==> config.mk <==
export PLATFORM = sky130hd
export DESIGN_NAME = rssi_gate_crossing_lap_timer_flat
export DESIGN_NICKNAME = d
export VERILOG_FILES = /design/src/rtl/rgclt_pkg.sv /design/src/rtl/rgclt_ifs.sv /design/src/rtl/rssi_gate_crossing_lap_timer.sv /design/src/flat_wrapper.sv
export SDC_FILE = /design/constraint.sdc
export NUM_CORES = 2
export LEC_CHECK = 0
export ABC_AREA = 1
export BUFFER_PORTS_ARGS = -buffer_cell sky130_fd_sc_hd__buf_2
export CORE_UTILIZATION = 61
export DETAILED_ROUTE_END_ITERATION = 10
export PLACE_DENSITY = 0.81
export SETUP_SLACK_MARGIN = 0.3
export SYNTH_ARGS = -nofsm -noshare
export SYNTH_HDL_FRONTEND = slang
export SYNTH_SLANG_ARGS = --single-unit
==> constraint.sdc <==
create_clock -name clk_i -period 23.2 [get_ports clk_i]
set_input_delay 0 -clock clk_i [delete_from_list [all_inputs] [get_ports clk_i]]
set_output_delay 0 -clock clk_i [all_outputs]
set_load 0.02 [all_outputs]
==> src/rtl/rgclt_pkg.sv <==
// Shared widths, command codes and register indexes of the crossing lap timer.
`timescale 1ns / 1ps

package rgclt_pkg;

  // Field widths
  localparam int unsigned CMD_W   = 2;
  localparam int unsigned ADC_W   = 12;
  localparam int unsigned TIME_W  = 32;
  localparam int unsigned LEVEL_W = 8;
  localparam int unsigned TOTAL_W = 16;
  localparam int unsigned WAIT_W  = 8;

  // Configuration port
  localparam int unsigned CFG_IDX_W  = 2;
  localparam int unsigned CFG_DATA_W = 16;
  localparam int unsigned MINMS_W    = 16;

  localparam logic [CFG_IDX_W-1:0] CFG_THRESHOLD = 2'd0;
  localparam logic [CFG_IDX_W-1:0] CFG_ENABLE    = 2'd1;
  localparam logic [CFG_IDX_W-1:0] CFG_MIN_MS    = 2'd2;

  localparam logic [LEVEL_W-1:0] THRESHOLD_RST = 8'd100;
  localparam logic [MINMS_W-1:0] MIN_MS_RST    = 16'd100;

  // ADC to level scaling shift
  localparam int unsigned ADC_SHIFT = 4;

  // Command codes
  localparam logic [CMD_W-1:0] CMD_SAMPLE = 2'd0;
  localparam logic [CMD_W-1:0] CMD_POP    = 2'd1;
  localparam logic [CMD_W-1:0] CMD_CLEAR  = 2'd2;

  // Result word
  typedef struct packed {
    logic [LEVEL_W-1:0] filtered_level;
    logic               crossing_on;
    logic               crossing_changed;
    logic               lap_valid;
    logic [TIME_W-1:0]  lap_stamp;
    logic [TIME_W-1:0]  lap_duration;
    logic [LEVEL_W-1:0] lap_peak;
    logic [TOTAL_W-1:0] lap_total;
    logic [WAIT_W-1:0]  laps_waiting;
    logic [LEVEL_W-1:0] current_peak;
  } res_word_t;

endpackage

==> src/rtl/rgclt_ifs.sv <==
// Valid/ready channels for command words and result words.
`timescale 1ns / 1ps

interface rgclt_cmd_if import rgclt_pkg::*; ();
  logic               valid;
  logic               ready;
  logic [CMD_W-1:0]   command;
  logic [ADC_W-1:0]   adc_sample;
  logic [TIME_W-1:0]  time_ms;

  modport source (output valid, command, adc_sample, time_ms, input ready);
  modport sink   (input valid, command, adc_sample, time_ms, output ready);
endinterface

interface rgclt_res_if import rgclt_pkg::*; ();
  logic               valid;
  logic               ready;
  logic [LEVEL_W-1:0] filtered_level;
  logic               crossing_on;
  logic               crossing_changed;
  logic               lap_valid;
  logic [TIME_W-1:0]  lap_stamp;
  logic [TIME_W-1:0]  lap_duration;
  logic [LEVEL_W-1:0] lap_peak;
  logic [TOTAL_W-1:0] lap_total;
  logic [WAIT_W-1:0]  laps_waiting;
  logic [LEVEL_W-1:0] current_peak;

  modport source (output valid, filtered_level, crossing_on, crossing_changed, lap_valid,
                  lap_stamp, lap_duration, lap_peak, lap_total, laps_waiting, current_peak,
                  input ready);
  modport sink   (input valid, filtered_level, crossing_on, crossing_changed, lap_valid,
                  lap_stamp, lap_duration, lap_peak, lap_total, laps_waiting, current_peak,
                  output ready);
endinterface

==> src/rtl/rssi_gate_crossing_lap_timer.sv <==
// Sequence: a sample word passes the window update, the 8-step divider of the window mean,
//   the crossing update and the finish step; pop, clear and ignored words pass only the
//   update and finish steps. A new word is accepted only back in idle, once the previous
//   word has reached the output register. A finished result waits in the output register.
// Reset: asynchronous; clears control, state and configuration registers; payload registers,
//   window and lap memories are not cleared: unwritten window entries are masked by the fill flag.
`timescale 1ns / 1ps

module rssi_gate_crossing_lap_timer import rgclt_pkg::*; #(
  parameter int unsigned WINDOW    = 8,
  parameter int unsigned LAP_DEPTH = 16
) (
  input  logic                  clk_i,
  input  logic                  rst_ni,
  rgclt_cmd_if.sink             cmd_i,
  rgclt_res_if.source           res_o,
  input  logic                  cfg_we_i,
  input  logic [CFG_IDX_W-1:0]  cfg_idx_i,
  input  logic [CFG_DATA_W-1:0] cfg_data_i
);

  localparam int unsigned PW = (WINDOW > 1) ? $clog2(WINDOW) : 1;
  localparam int unsigned CW = $clog2(WINDOW + 1);
  localparam int unsigned SW = LEVEL_W + $clog2(WINDOW);
  localparam int unsigned DW = SW + LEVEL_W;
  localparam int unsigned RW = $clog2(LAP_DEPTH);
  localparam int unsigned QSTEPS = LEVEL_W;

  localparam logic [PW-1:0] POS_LAST  = PW'(WINDOW - 1);
  localparam logic [CW-1:0] CNT_FULL  = CW'(WINDOW);
  localparam logic [RW-1:0] RING_LAST = RW'(LAP_DEPTH - 1);
  localparam logic [RW:0]   RING_SIZE = (RW + 1)'(LAP_DEPTH);
  localparam logic [SW-1:0] SUM_MAX   = SW'(WINDOW * 255);
  localparam logic [2:0]    STEP_LAST = 3'(QSTEPS - 1);

  // Sequencer states
  localparam logic [2:0] ST_IDLE = 3'd0;
  localparam logic [2:0] ST_SUM  = 3'd1;
  localparam logic [2:0] ST_DIV  = 3'd2;
  localparam logic [2:0] ST_UPD  = 3'd3;
  localparam logic [2:0] ST_FIN  = 3'd4;

  typedef struct packed {
    logic [TIME_W-1:0]  stamp;
    logic [TIME_W-1:0]  duration;
    logic [LEVEL_W-1:0] peak;
  } lap_entry_t;

  // Memories
  logic [LEVEL_W-1:0] win_mem [WINDOW];
  lap_entry_t         ring_mem [LAP_DEPTH];
  logic [LEVEL_W-1:0] win_rdata_q;
  lap_entry_t         ring_rdata_q;

  // Registers
  logic [2:0]         state_q, state_d;
  logic [2:0]         step_q, step_d;
  logic [CMD_W-1:0]   cmd_q, cmd_d;
  logic [LEVEL_W-1:0] smp_q, smp_d;
  logic [TIME_W-1:0]  time_q, time_d;
  logic [SW-1:0]      sum_q, sum_d;
  logic [DW-1:0]      rem_q, rem_d;
  logic [LEVEL_W-1:0] quo_q, quo_d;
  logic [CW-1:0]      cnt_q, cnt_d;
  logic [PW-1:0]      wpos_q, wpos_d;
  logic               wfull_q, wfull_d;
  logic [LEVEL_W-1:0] last_q, last_d;
  logic [LEVEL_W-1:0] peak_q, peak_d;
  logic               incross_q, incross_d;
  logic [TIME_W-1:0]  begin_q, begin_d;
  logic [TIME_W-1:0]  prev_q, prev_d;
  logic [TOTAL_W-1:0] laps_q, laps_d;
  logic [RW-1:0]      wr_q, wr_d;
  logic [RW-1:0]      rd_q, rd_d;
  logic               chg_q, chg_d;
  logic               lapv_q, lapv_d;
  lap_entry_t         lap_q, lap_d;
  logic               out_valid_q, out_valid_d;
  res_word_t          out_q, out_d;
  logic [LEVEL_W-1:0] thr_q;
  logic               en_q;
  logic [MINMS_W-1:0] minms_q;

  // Memory controls
  logic       win_re, win_we, ring_re, ring_we;
  lap_entry_t ring_wdata;

  // Datapath helpers
  logic               accept;
  logic [LEVEL_W-1:0] old_level;
  logic [PW-1:0]      pos_next;
  logic               full_next;
  logic [DW-1:0]      dvs;
  logic [LEVEL_W-1:0] level;
  logic [LEVEL_W-1:0] peak_new;
  logic               active;
  logic [TIME_W-1:0]  span;
  logic [RW-1:0]      waiting;
  logic               load_out;

  assign accept      = cmd_i.valid & cmd_i.ready;
  assign cmd_i.ready = (state_q == ST_IDLE);

  // Window walk: the entry being replaced reads as zero until the window has filled
  assign old_level = wfull_q ? win_rdata_q : '0;
  assign pos_next  = (wpos_q == POS_LAST) ? '0 : wpos_q + 1'b1;
  assign full_next = wfull_q | (pos_next == '0);

  // Restoring divide: one quotient bit per cycle, most significant first
  assign dvs = DW'(cnt_q) << (STEP_LAST - step_q);

  // Crossing decisions on the finished mean
  assign level    = quo_q;
  assign peak_new = (level > peak_q) ? level : peak_q;
  assign active   = (level >= thr_q);
  assign span     = time_q - begin_q;

  // Queue fill, modulo the ring depth
  always_comb begin
    if (wr_q >= rd_q) begin
      waiting = wr_q - rd_q;
    end else begin
      waiting = RW'(RING_SIZE + (RW + 1)'(wr_q) - (RW + 1)'(rd_q));
    end
  end

  assign load_out = (state_q == ST_FIN) && (!out_valid_q || res_o.ready);

  // Sequencer and state update
  always_comb begin
    state_d     = state_q;
    step_d      = step_q;
    cmd_d       = cmd_q;
    smp_d       = smp_q;
    time_d      = time_q;
    sum_d       = sum_q;
    rem_d       = rem_q;
    quo_d       = quo_q;
    cnt_d       = cnt_q;
    wpos_d      = wpos_q;
    wfull_d     = wfull_q;
    last_d      = last_q;
    peak_d      = peak_q;
    incross_d   = incross_q;
    begin_d     = begin_q;
    prev_d      = prev_q;
    laps_d      = laps_q;
    wr_d        = wr_q;
    rd_d        = rd_q;
    chg_d       = chg_q;
    lapv_d      = lapv_q;
    lap_d       = lap_q;
    out_valid_d = out_valid_q;
    out_d       = out_q;
    win_re      = 1'b0;
    win_we      = 1'b0;
    ring_re     = 1'b0;
    ring_we     = 1'b0;
    ring_wdata  = '{stamp: time_q, duration: '0, peak: peak_new};

    if (res_o.valid && res_o.ready) begin
      out_valid_d = 1'b0;
    end

    case (state_q)
      ST_IDLE: begin
        if (accept) begin
          cmd_d  = cmd_i.command;
          smp_d  = LEVEL_W'(cmd_i.adc_sample >> ADC_SHIFT);
          time_d = cmd_i.time_ms;
          if (cmd_i.command == CMD_SAMPLE && en_q) begin
            win_re  = 1'b1;
            state_d = ST_SUM;
          end else begin
            ring_re = 1'b1;
            state_d = ST_UPD;
          end
        end
      end
      ST_SUM: begin
        // Replace the oldest entry and keep the running sum
        win_we  = 1'b1;
        sum_d   = sum_q - SW'(old_level) + SW'(smp_q);
        wpos_d  = pos_next;
        wfull_d = full_next;
        cnt_d   = full_next ? CNT_FULL : CW'(pos_next);
        rem_d   = DW'(sum_d);
        quo_d   = '0;
        step_d  = '0;
        state_d = ST_DIV;
      end
      ST_DIV: begin
        if (rem_q >= dvs) begin
          rem_d = rem_q - dvs;
          quo_d = quo_q | (LEVEL_W'(1) << (STEP_LAST - step_q));
        end
        step_d = step_q + 1'b1;
        if (step_q == STEP_LAST) begin
          state_d = ST_UPD;
        end
      end
      ST_UPD: begin
        chg_d  = 1'b0;
        lapv_d = 1'b0;
        lap_d  = '0;
        if (cmd_q == CMD_SAMPLE && en_q) begin
          last_d = level;
          peak_d = peak_new;
          if (active != incross_q) begin
            incross_d = active;
            chg_d     = 1'b1;
            if (active) begin
              begin_d = time_q;
            end else if (span > TIME_W'(minms_q)) begin
              // Record a lap and restart the peak
              ring_wdata.duration = (prev_q != '0) ? time_q - prev_q : '0;
              ring_we = 1'b1;
              lap_d   = ring_wdata;
              lapv_d  = 1'b1;
              prev_d  = time_q;
              laps_d  = laps_q + 1'b1;
              wr_d    = (wr_q == RING_LAST) ? '0 : wr_q + 1'b1;
              peak_d  = '0;
            end
          end
        end else if (cmd_q == CMD_POP) begin
          if (rd_q != wr_q) begin
            lap_d  = ring_rdata_q;
            lapv_d = 1'b1;
            rd_d   = (rd_q == RING_LAST) ? '0 : rd_q + 1'b1;
          end
        end else if (cmd_q == CMD_CLEAR) begin
          laps_d    = '0;
          prev_d    = '0;
          peak_d    = '0;
          incross_d = 1'b0;
          wr_d      = '0;
          rd_d      = '0;
        end
        state_d = ST_FIN;
      end
      ST_FIN: begin
        // Hand the word to the output register once it is free
        if (load_out) begin
          out_valid_d              = 1'b1;
          out_d.filtered_level     = last_q;
          out_d.crossing_on        = incross_q;
          out_d.crossing_changed   = chg_q;
          out_d.lap_valid          = lapv_q;
          out_d.lap_stamp          = lap_q.stamp;
          out_d.lap_duration       = lap_q.duration;
          out_d.lap_peak           = lap_q.peak;
          out_d.lap_total          = laps_q;
          out_d.laps_waiting       = WAIT_W'(waiting);
          out_d.current_peak       = peak_q;
          state_d                  = ST_IDLE;
        end
      end
      default: begin
        state_d = ST_IDLE;
      end
    endcase
  end

  // Window memory
  always_ff @(posedge clk_i) begin
    if (win_we) begin
      win_mem[wpos_q] <= smp_q;
    end
    if (win_re) begin
      win_rdata_q <= win_mem[wpos_q];
    end
  end

  // Lap ring memory
  always_ff @(posedge clk_i) begin
    if (ring_we) begin
      ring_mem[wr_q] <= ring_wdata;
    end
    if (ring_re) begin
      ring_rdata_q <= ring_mem[rd_q];
    end
  end

  // Configuration registers
  always_ff @(posedge clk_i or negedge rst_ni) begin
    if (!rst_ni) begin
      thr_q   <= THRESHOLD_RST;
      en_q    <= 1'b0;
      minms_q <= MIN_MS_RST;
    end else if (cfg_we_i) begin
      case (cfg_idx_i)
        CFG_THRESHOLD: thr_q   <= cfg_data_i[LEVEL_W-1:0];
        CFG_ENABLE:    en_q    <= cfg_data_i[0];
        CFG_MIN_MS:    minms_q <= cfg_data_i[MINMS_W-1:0];
        default: begin
        end
      endcase
    end
  end

  // Control and state registers
  always_ff @(posedge clk_i or negedge rst_ni) begin
    if (!rst_ni) begin
      state_q     <= ST_IDLE;
      step_q      <= '0;
      sum_q       <= '0;
      wpos_q      <= '0;
      wfull_q     <= 1'b0;
      last_q      <= '0;
      peak_q      <= '0;
      incross_q   <= 1'b0;
      begin_q     <= '0;
      prev_q      <= '0;
      laps_q      <= '0;
      wr_q        <= '0;
      rd_q        <= '0;
      out_valid_q <= 1'b0;
    end else begin
      state_q     <= state_d;
      step_q      <= step_d;
      sum_q       <= sum_d;
      wpos_q      <= wpos_d;
      wfull_q     <= wfull_d;
      last_q      <= last_d;
      peak_q      <= peak_d;
      incross_q   <= incross_d;
      begin_q     <= begin_d;
      prev_q      <= prev_d;
      laps_q      <= laps_d;
      wr_q        <= wr_d;
      rd_q        <= rd_d;
      out_valid_q <= out_valid_d;
    end
  end

  // Payload registers
  always_ff @(posedge clk_i) begin
    cmd_q  <= cmd_d;
    smp_q  <= smp_d;
    time_q <= time_d;
    rem_q  <= rem_d;
    quo_q  <= quo_d;
    cnt_q  <= cnt_d;
    chg_q  <= chg_d;
    lapv_q <= lapv_d;
    lap_q  <= lap_d;
    out_q  <= out_d;
  end

  // Result channel
  assign res_o.valid            = out_valid_q;
  assign res_o.filtered_level   = out_q.filtered_level;
  assign res_o.crossing_on      = out_q.crossing_on;
  assign res_o.crossing_changed = out_q.crossing_changed;
  assign res_o.lap_valid        = out_q.lap_valid;
  assign res_o.lap_stamp        = out_q.lap_stamp;
  assign res_o.lap_duration     = out_q.lap_duration;
  assign res_o.lap_peak         = out_q.lap_peak;
  assign res_o.lap_total        = out_q.lap_total;
  assign res_o.laps_waiting     = out_q.laps_waiting;
  assign res_o.current_peak     = out_q.current_peak;

`ifndef SYNTHESIS
  // Window sum stays within a full window of maximum levels
  assert property (@(posedge clk_i) disable iff (!rst_ni) sum_q <= SUM_MAX)
    else $error("window sum out of range");

  // A word without a lap carries zero lap fields
  assert property (@(posedge clk_i) disable iff (!rst_ni)
    res_o.valid && !res_o.lap_valid |->
      res_o.lap_stamp == '0 && res_o.lap_duration == '0 && res_o.lap_peak == '0)
    else $error("lap fields set without a lap");

  // A finished word reaches the output register
  assert property (@(posedge clk_i) disable iff (!rst_ni) load_out |=> out_valid_q)
    else $error("finished word dropped");

  // The divide loop always hands over to the update step
  assert property (@(posedge clk_i) disable iff (!rst_ni)
    state_q == ST_DIV && step_q == STEP_LAST |=> state_q == ST_UPD)
    else $error("divide did not complete");
`endif

endmodule
==> src/flat_wrapper.sv <==
// flat-port wrapper written by rule: the top's interface ports become plain ports
module rssi_gate_crossing_lap_timer_flat import rgclt_pkg::*;
#(
  parameter int unsigned WINDOW    = 8,
  parameter int unsigned LAP_DEPTH = 16
)
  (clk_i, rst_ni, cfg_we_i, cfg_idx_i, cfg_data_i, cmd_i_valid, cmd_i_command, cmd_i_adc_sample, cmd_i_time_ms, cmd_i_ready, res_o_valid, res_o_filtered_level, res_o_crossing_on, res_o_crossing_changed, res_o_lap_valid, res_o_lap_stamp, res_o_lap_duration, res_o_lap_peak, res_o_lap_total, res_o_laps_waiting, res_o_current_peak, res_o_ready);
  rgclt_cmd_if cmd_i_i ();
  rgclt_res_if res_o_i ();
  input  logic clk_i;
  input  logic rst_ni;
  input  logic cfg_we_i;
  input  logic [CFG_IDX_W-1:0] cfg_idx_i;
  input  logic [CFG_DATA_W-1:0] cfg_data_i;
  input wire logic [$bits(cmd_i_i.valid)-1:0] cmd_i_valid;
  input wire logic [$bits(cmd_i_i.command)-1:0] cmd_i_command;
  input wire logic [$bits(cmd_i_i.adc_sample)-1:0] cmd_i_adc_sample;
  input wire logic [$bits(cmd_i_i.time_ms)-1:0] cmd_i_time_ms;
  output wire logic [$bits(cmd_i_i.ready)-1:0] cmd_i_ready;
  output wire logic [$bits(res_o_i.valid)-1:0] res_o_valid;
  output wire logic [$bits(res_o_i.filtered_level)-1:0] res_o_filtered_level;
  output wire logic [$bits(res_o_i.crossing_on)-1:0] res_o_crossing_on;
  output wire logic [$bits(res_o_i.crossing_changed)-1:0] res_o_crossing_changed;
  output wire logic [$bits(res_o_i.lap_valid)-1:0] res_o_lap_valid;
  output wire logic [$bits(res_o_i.lap_stamp)-1:0] res_o_lap_stamp;
  output wire logic [$bits(res_o_i.lap_duration)-1:0] res_o_lap_duration;
  output wire logic [$bits(res_o_i.lap_peak)-1:0] res_o_lap_peak;
  output wire logic [$bits(res_o_i.lap_total)-1:0] res_o_lap_total;
  output wire logic [$bits(res_o_i.laps_waiting)-1:0] res_o_laps_waiting;
  output wire logic [$bits(res_o_i.current_peak)-1:0] res_o_current_peak;
  input wire logic [$bits(res_o_i.ready)-1:0] res_o_ready;
  assign cmd_i_i.valid = cmd_i_valid;
  assign cmd_i_i.command = cmd_i_command;
  assign cmd_i_i.adc_sample = cmd_i_adc_sample;
  assign cmd_i_i.time_ms = cmd_i_time_ms;
  assign cmd_i_ready = cmd_i_i.ready;
  assign res_o_valid = res_o_i.valid;
  assign res_o_filtered_level = res_o_i.filtered_level;
  assign res_o_crossing_on = res_o_i.crossing_on;
  assign res_o_crossing_changed = res_o_i.crossing_changed;
  assign res_o_lap_valid = res_o_i.lap_valid;
  assign res_o_lap_stamp = res_o_i.lap_stamp;
  assign res_o_lap_duration = res_o_i.lap_duration;
  assign res_o_lap_peak = res_o_i.lap_peak;
  assign res_o_lap_total = res_o_i.lap_total;
  assign res_o_laps_waiting = res_o_i.laps_waiting;
  assign res_o_current_peak = res_o_i.current_peak;
  assign res_o_i.ready = res_o_ready;
  rssi_gate_crossing_lap_timer #(.WINDOW(WINDOW), .LAP_DEPTH(LAP_DEPTH)) u_core (.clk_i(clk_i), .rst_ni(rst_ni), .cmd_i(cmd_i_i), .res_o(res_o_i), .cfg_we_i(cfg_we_i), .cfg_idx_i(cfg_idx_i), .cfg_data_i(cfg_data_i));
endmodule
# Word-level counts from Yosys, hierarchy flattened
# Memory sizes are Yosys's and may differ from the RTL's. A register that Yosys moved wholly into a read port is not among the register bits.
# Cells that the tools add are included.
# word_totals
ff_bits	410
ram_bits	1216
output_inout_bits	117
word_cells	199
n_memories	2
# op_classes
n_addsub	14
n_lt_le_gt_ge	5
n_eq_ne	23
shift	2
muxes	82
bitwise_logic	4
n_reduce_logical	28
# mem_list
name	depth	word_bits	rd	rd_ports_with_merged_regs	write_ports	line_no	rtl
u_core.ring_mem	16	72	1	1	1	rssi_gate_crossing_lap_timer.sv:51	lap_entry_t ring_mem [LAP_DEPTH];
u_core.win_mem	8	8	1	1	1	rssi_gate_crossing_lap_timer.sv:50	logic [LEVEL_W-1:0] win_mem [WINDOW];
# ops
operator	count
72-bit two-way mux	6
32-bit two-way mux	12
16-bit two-way mux	6
8-bit two-way mux	9
32-bit subtractor	2
4-bit two-way mux	12
19-bit one-hot mux with 2 select lines	1
32-bit by 16-bit greater-than comparator with 1-bit output	1
32-bit nonzero test	1
1-bit two-way mux	27
19-bit greater-or-equal comparator	1
19-bit two-way mux	1
4-bit by 3-bit << shifter with 19-bit output	1
19-bit subtractor	1
16-bit by 1-bit adder with 16-bit output, second input constant	1
8-bit one-hot mux with 2 select lines	1
3-bit one-hot mux with 5 select lines	1
2-bit AND reduction	7
3-bit two-way mux	4
4-bit AND reduction	3
11-bit by 8-bit adder with 11-bit output	1
11-bit by 8-bit subtractor with 11-bit output	1
2-bit inequality test, second input constant	5
3-bit equality test, second input constant	3
other kinds (31)	50

# Depth between registers and ports, before layout
# logic_depth
word_depth	9
mapped_depth	27
depth_no_buf	27

# Worst setup path after synthesis
# Ideal clock, no wire load.
# synth_path
path_type	reg2reg
startpoint	register u_core.state_q[1]
endpoint	memory u_core.ring_mem[15][0] in the netlist's numbering, enable pin
setup_ps	590
arrival_ps	12930
t_required_ps	22610
path_slack_ps	9679
path_stages_with_launch	8
path_cell_list	dfrtp_1 -> inv_1 -> nor3_1 -> clkinv_1 -> nor2_2 -> inv_1 -> clkbuf_1 -> nor3_1
# synth_via
elab_chain_cells	4
# synth_rtl
item	line_no	rtl
start, declared	rssi_gate_crossing_lap_timer.sv:56	logic [2:0] state_q, state_d;
start signal, assigned	rssi_gate_crossing_lap_timer.sv:320	state_q <= state_d;
3-bit by 2-bit equality test with 1-bit output	rssi_gate_crossing_lap_timer.sv:165	case (state_q)
1-bit two-way mux	rssi_gate_crossing_lap_timer.sv:165	
1-bit two-way mux	rssi_gate_crossing_lap_timer.sv:277	if (ring_we) begin
1-bit two-way mux (not written as such)	rssi_gate_crossing_lap_timer.sv:278	ring_mem[wr_q] <= ring_wdata;
end, declared	rssi_gate_crossing_lap_timer.sv:51	
# Every way passes these cells.

# Final worst setup path
# layout_path
startpoint	register u_core.time_q[0]
endpoint	memory u_core.ring_mem[9][9] in the netlist's numbering, enable pin
# layout_via
elab_chain_cells	9
# layout_rtl
item	line_no	rtl
start, declared	rssi_gate_crossing_lap_timer.sv:60	logic [TIME_W-1:0] time_q, time_d;
start signal, assigned	rssi_gate_crossing_lap_timer.sv:341	time_q <= time_d;
32-bit subtractor	rssi_gate_crossing_lap_timer.sv:116	assign span = time_q - begin_q;
32-bit by 16-bit greater-than comparator with 1-bit output	rssi_gate_crossing_lap_timer.sv:214	end else if (span > TIME_W'(minms_q)) begin
1-bit two-way mux	rssi_gate_crossing_lap_timer.sv:214	
1-bit two-way mux	rssi_gate_crossing_lap_timer.sv:212	if (active) begin
1-bit two-way mux	rssi_gate_crossing_lap_timer.sv:209	if (active != incross_q) begin
1-bit two-way mux	rssi_gate_crossing_lap_timer.sv:206	if (cmd_q == CMD_SAMPLE && en_q) begin
1-bit two-way mux	rssi_gate_crossing_lap_timer.sv:165	
1-bit two-way mux	rssi_gate_crossing_lap_timer.sv:277	
1-bit two-way mux (not written as such)	rssi_gate_crossing_lap_timer.sv:278	
# Every way passes these cells.

==> qor.json <==
{
  "run_status": {
    "outcome": "finished, violations left",
    "failing_checks": "max-capacitance violations"
  },
  "yosys": {
    "synth_area_leader_cell": "sky130_fd_sc_hd__edfxtp_1",
    "ranking_of_synthesized_cells_by_area": "sky130_fd_sc_hd__edfxtp_1, sky130_fd_sc_hd__o21ai_0, sky130_fd_sc_hd__dfrtp_1",
    "synth.ff_latch_count": 1706,
    "synth_top_cells_by_count": "sky130_fd_sc_hd__edfxtp_1, sky130_fd_sc_hd__nand2_1, sky130_fd_sc_hd__nor2_1",
    "yosys_warnings": 0,
    "synth_most_common_cell": "sky130_fd_sc_hd__edfxtp_1",
    "synth-edff-count": 1554,
    "mappedNetlistArea_um2": 71400,
    "postSynthCellCount": 5928,
    "yosys_most_used_dff": "sky130_fd_sc_hd__edfxtp_1",
    "synth_area_per_cell_um2": 12.0,
    "yosys.cell_types.count": 53,
    "synth_top_area_share_pct": 65.4,
    "seq_area_frac_synth_pct": 70.7,
    "postSynth.asyncResetShare_pct": 8.91
  },
  "global_routing": {
    "first_global_vias": 47900,
    "antenna_found_initial": 4,
    "grt_start_max_net_pins": 187,
    "globalRouteTotalUtil_pct": 31.6,
    "grt_first_pass_wirelength_um": 280000,
    "grt_overflow": 0
  },
  "pwr": {
    "power_per_cell_area_nw_per_um2": 119,
    "internal-power_mw": 6.13,
    "ir_drop_uv": 128,
    "pwr-share-comb_pct": 31.5,
    "lkg_pwr_nw": 28.8,
    "switching_share_pct": 36.0,
    "pnr_total_power_mw": 9.57,
    "power_frac_clock_pct": 27.1,
    "total_switching_power_mw": 3.44,
    "power.share.sequential_pct": 41.4
  },
  "setup_path": {
    "critical_path.max_stage_delay_ns": 0.78,
    "largest_fanout_of_any_net_on_the_critical_path": 54,
    "slowest_stage": "sky130_fd_sc_hd__nor2_4",
    "critPathLaunchType": "register",
    "most_frequent_cp_cell": "sky130_fd_sc_hd__nand2_1",
    "cp.required_ns": 23.59,
    "worst-r2r-cell-count": 28,
    "critical_path_class": "register to register",
    "worst-endpoint-arrival_ns": 8.05,
    "endpoint_kind": "register"
  },
  "route": {
    "route.detailed.drc": 0,
    "via_per_inst": 6.34,
    "wl_um": 189000,
    "detailedRoute.firstIterationViolations": 7264,
    "average_routed_wire_per_standard_cell_um": 24.1,
    "detail_route.first_pass.iterations": 6,
    "number_of_nets_with_antenna_violations_after_routing": 0,
    "vias": 49800
  },
  "placed_design": {
    "place_congestion": 0.956,
    "detailed_place.area_um2": 74100,
    "post-place-cells": 7445,
    "dpl.hpwl_um": 105000,
    "portBuffers": 177
  },
  "timing": {
    "hold_viol": 0,
    "final_period_minus_worst_setup_slack_ns": 7.66,
    "setup_violations": 0,
    "worst_pin_slew_ns": 1.48,
    "fmax_ghz": 0.130,
    "setup_total_negative_slack_ns": 0,
    "clock-skew-final_ns": 0.0425,
    "grt_setup_unrepaired": "no",
    "min_period_over_period_pct": 33.0,
    "finalHoldWorstSlack_ns": 0.0315,
    "max_slew_margin_pct": 0.317,
    "slew_violations": 0
  },
  "floorplanning": {
    "core_area_um2": 116000,
    "fp.dieW_um": 344,
    "die_height_um": 344,
    "initial_core_util_pct": 61.5,
    "row_count": 125,
    "die-area_um2": 118000,
    "num_io_pins": 186
  },
  "layout": {
    "post_route_cell_area_um2": 80500,
    "sequential_cell_area_um2": 50500,
    "nets": 6419,
    "multi_input_area_um2": 18400,
    "num-fill-cells": 7569,
    "synthToLayoutAreaGrowth_pct": 12.7,
    "stdcell_count": 7856,
    "fraction_of_layout_cells_with_a_size_suffix_above_1_pct": 9.26
  },
  "cts": {
    "clk_pin_slew_worst_paths_ns": 0.06,
    "clock-sinks": 1706,
    "cts_root_buf": "sky130_fd_sc_hd__clkbuf_16",
    "clock_latency_of_the_later_clocked_register_in_the_worst_skew_pair_ns": 0.79,
    "cts-root-to-sink-buffers": 3,
    "cts.htree.levels": 4,
    "tritoncts": "built",
    "tritoncts_buffer_count": 165,
    "postCtsSetupRepairBufs": 0
  },
  "hold_path": {
    "min_delay_path_depth": 4,
    "hold_path.class": "input port to register"
  },
  "job": {
    "drv.max_cap_violation_count": 1
  }
}
[flip-flops by register name (all words and copies together), names as in the netlist, 11 cells and up]
name	flops
u_core.begin_q	32
u_core.lap_q	72
u_core.laps_q	16
u_core.minms_q	16
u_core.prev_q	32
u_core.rem_q	19
u_core.res_o.lap_duration	32
u_core.res_o.lap_stamp	32
u_core.res_o.lap_total	16
u_core.ring_mem	1152
u_core.ring_rdata_q	72
u_core.sum_q	11
u_core.time_q	32
u_core.win_mem	64
[stage by stage]
step                      setup slack [ns]  util (%)
after CTS                            15.65      69.3
after global routing                 15.31      69.3
final                                15.54      69.3
after global placement               15.74      63.8
after floorplan                       9.68         -
after detailed placement             15.70      63.8
[final cells by class]
cell class              instances  share of cell area (%)
inverters                     402                    1.90
flip-flops and latches       1706                    62.7
diodes                          1                 0.00311
well taps                    1524                    2.37
clock inverters                70                   0.746
multi-input cells            3517                    22.9
repair buffers                410                    3.67
clock buffers                 226                    5.67
[path summary, 6_finish.rpt]
path / startpoint / to / slack [ns]
max: u_core.time_q[0] / u_core.ring_mem[9][9] / 15.54
min: cfg_data_i[9] / u_core.minms_q[9] / 0.03
max reg2reg: u_core.time_q[0] / u_core.ring_mem[9][9] / 15.54
min reg2reg: u_core.lap_q[64] / u_core.res_o.lap_stamp[24] / 0.41
max in group asynchronous: rst_ni / u_core.sum_q[4] / 22.06
min in group asynchronous: rst_ni / u_core.begin_q[24] / 0.42
[power by group through the flow]
stage	Sequential (mW)	Clock, mW	Combinational [mW]
after floorplan	4.02	0	1.93
after global placement	4.01	0	2.79
after CTS	3.96	2.60	2.94
final	3.97	2.60	3.01
after detailed placement	4.02	0	2.88
after global routing	3.98	2.72	3.29
[placed cells by master (no fill, tap or decap), types with 111 or more instances in the layout]
cell type	count
sky130_fd_sc_hd__a21oi_1	135
sky130_fd_sc_hd__buf_2	176
sky130_fd_sc_hd__buf_4	119
sky130_fd_sc_hd__clkbuf_16	168
sky130_fd_sc_hd__dfrtp_1	143
sky130_fd_sc_hd__dlygate4sd3_1	111
sky130_fd_sc_hd__edfxtp_1	1554
sky130_fd_sc_hd__ha_1	136
sky130_fd_sc_hd__inv_1	389
sky130_fd_sc_hd__nand2_1	855
sky130_fd_sc_hd__nand3_1	191
sky130_fd_sc_hd__nor2_1	755
sky130_fd_sc_hd__o21ai_0	746
sky130_fd_sc_hd__o221ai_1	118
sky130_fd_sc_hd__o22ai_1	172
[metal layers]
layer,global-route usage (%),up-vias,part of all wire [%]
met5,0,-,0.018
met4,13.5,4,4.3
met3,6.18,559,11
met2,51.5,3405,48
met1,41.8,24000,36
li1,-,21800,-
[critical path: cells and delay by family, from the launching register on]
| kind | cells | cell delay, ns |
|---|---|---|
| XOR/XNOR | 1 | 0.13 |
| adder cells (fa/ha/maj) | 3 | 0.99 |
| buffers and inverters | 6 | 2.16 |
| flip-flops | 1 | 0.32 |
| AND/OR/NAND/NOR | 18 | 3.62 |
[kinds of logic (layout without fill, tap and decap cells)]
group,after synthesis,count (layout),synth area share (%)
AOI/OAI and AO/OA,1272,1272,10.2
xor gates and xnor gates,85,85,1.04
adders and majority gates,148,148,2.72
buffers and inverters,708,1108,3.81
DFF,1706,1706,70.7
muxes,3,3,0.0438
other,1,5,0.00525
and+or+nand+nor,2005,2005,11.4
[repair_timing]
action	in CTS	in global routing
endpoints found under the hold margin	212	0
resized for setup	0	0
hold buffers	112	0
No activity file was read; power rests on OpenSTA's default activity.
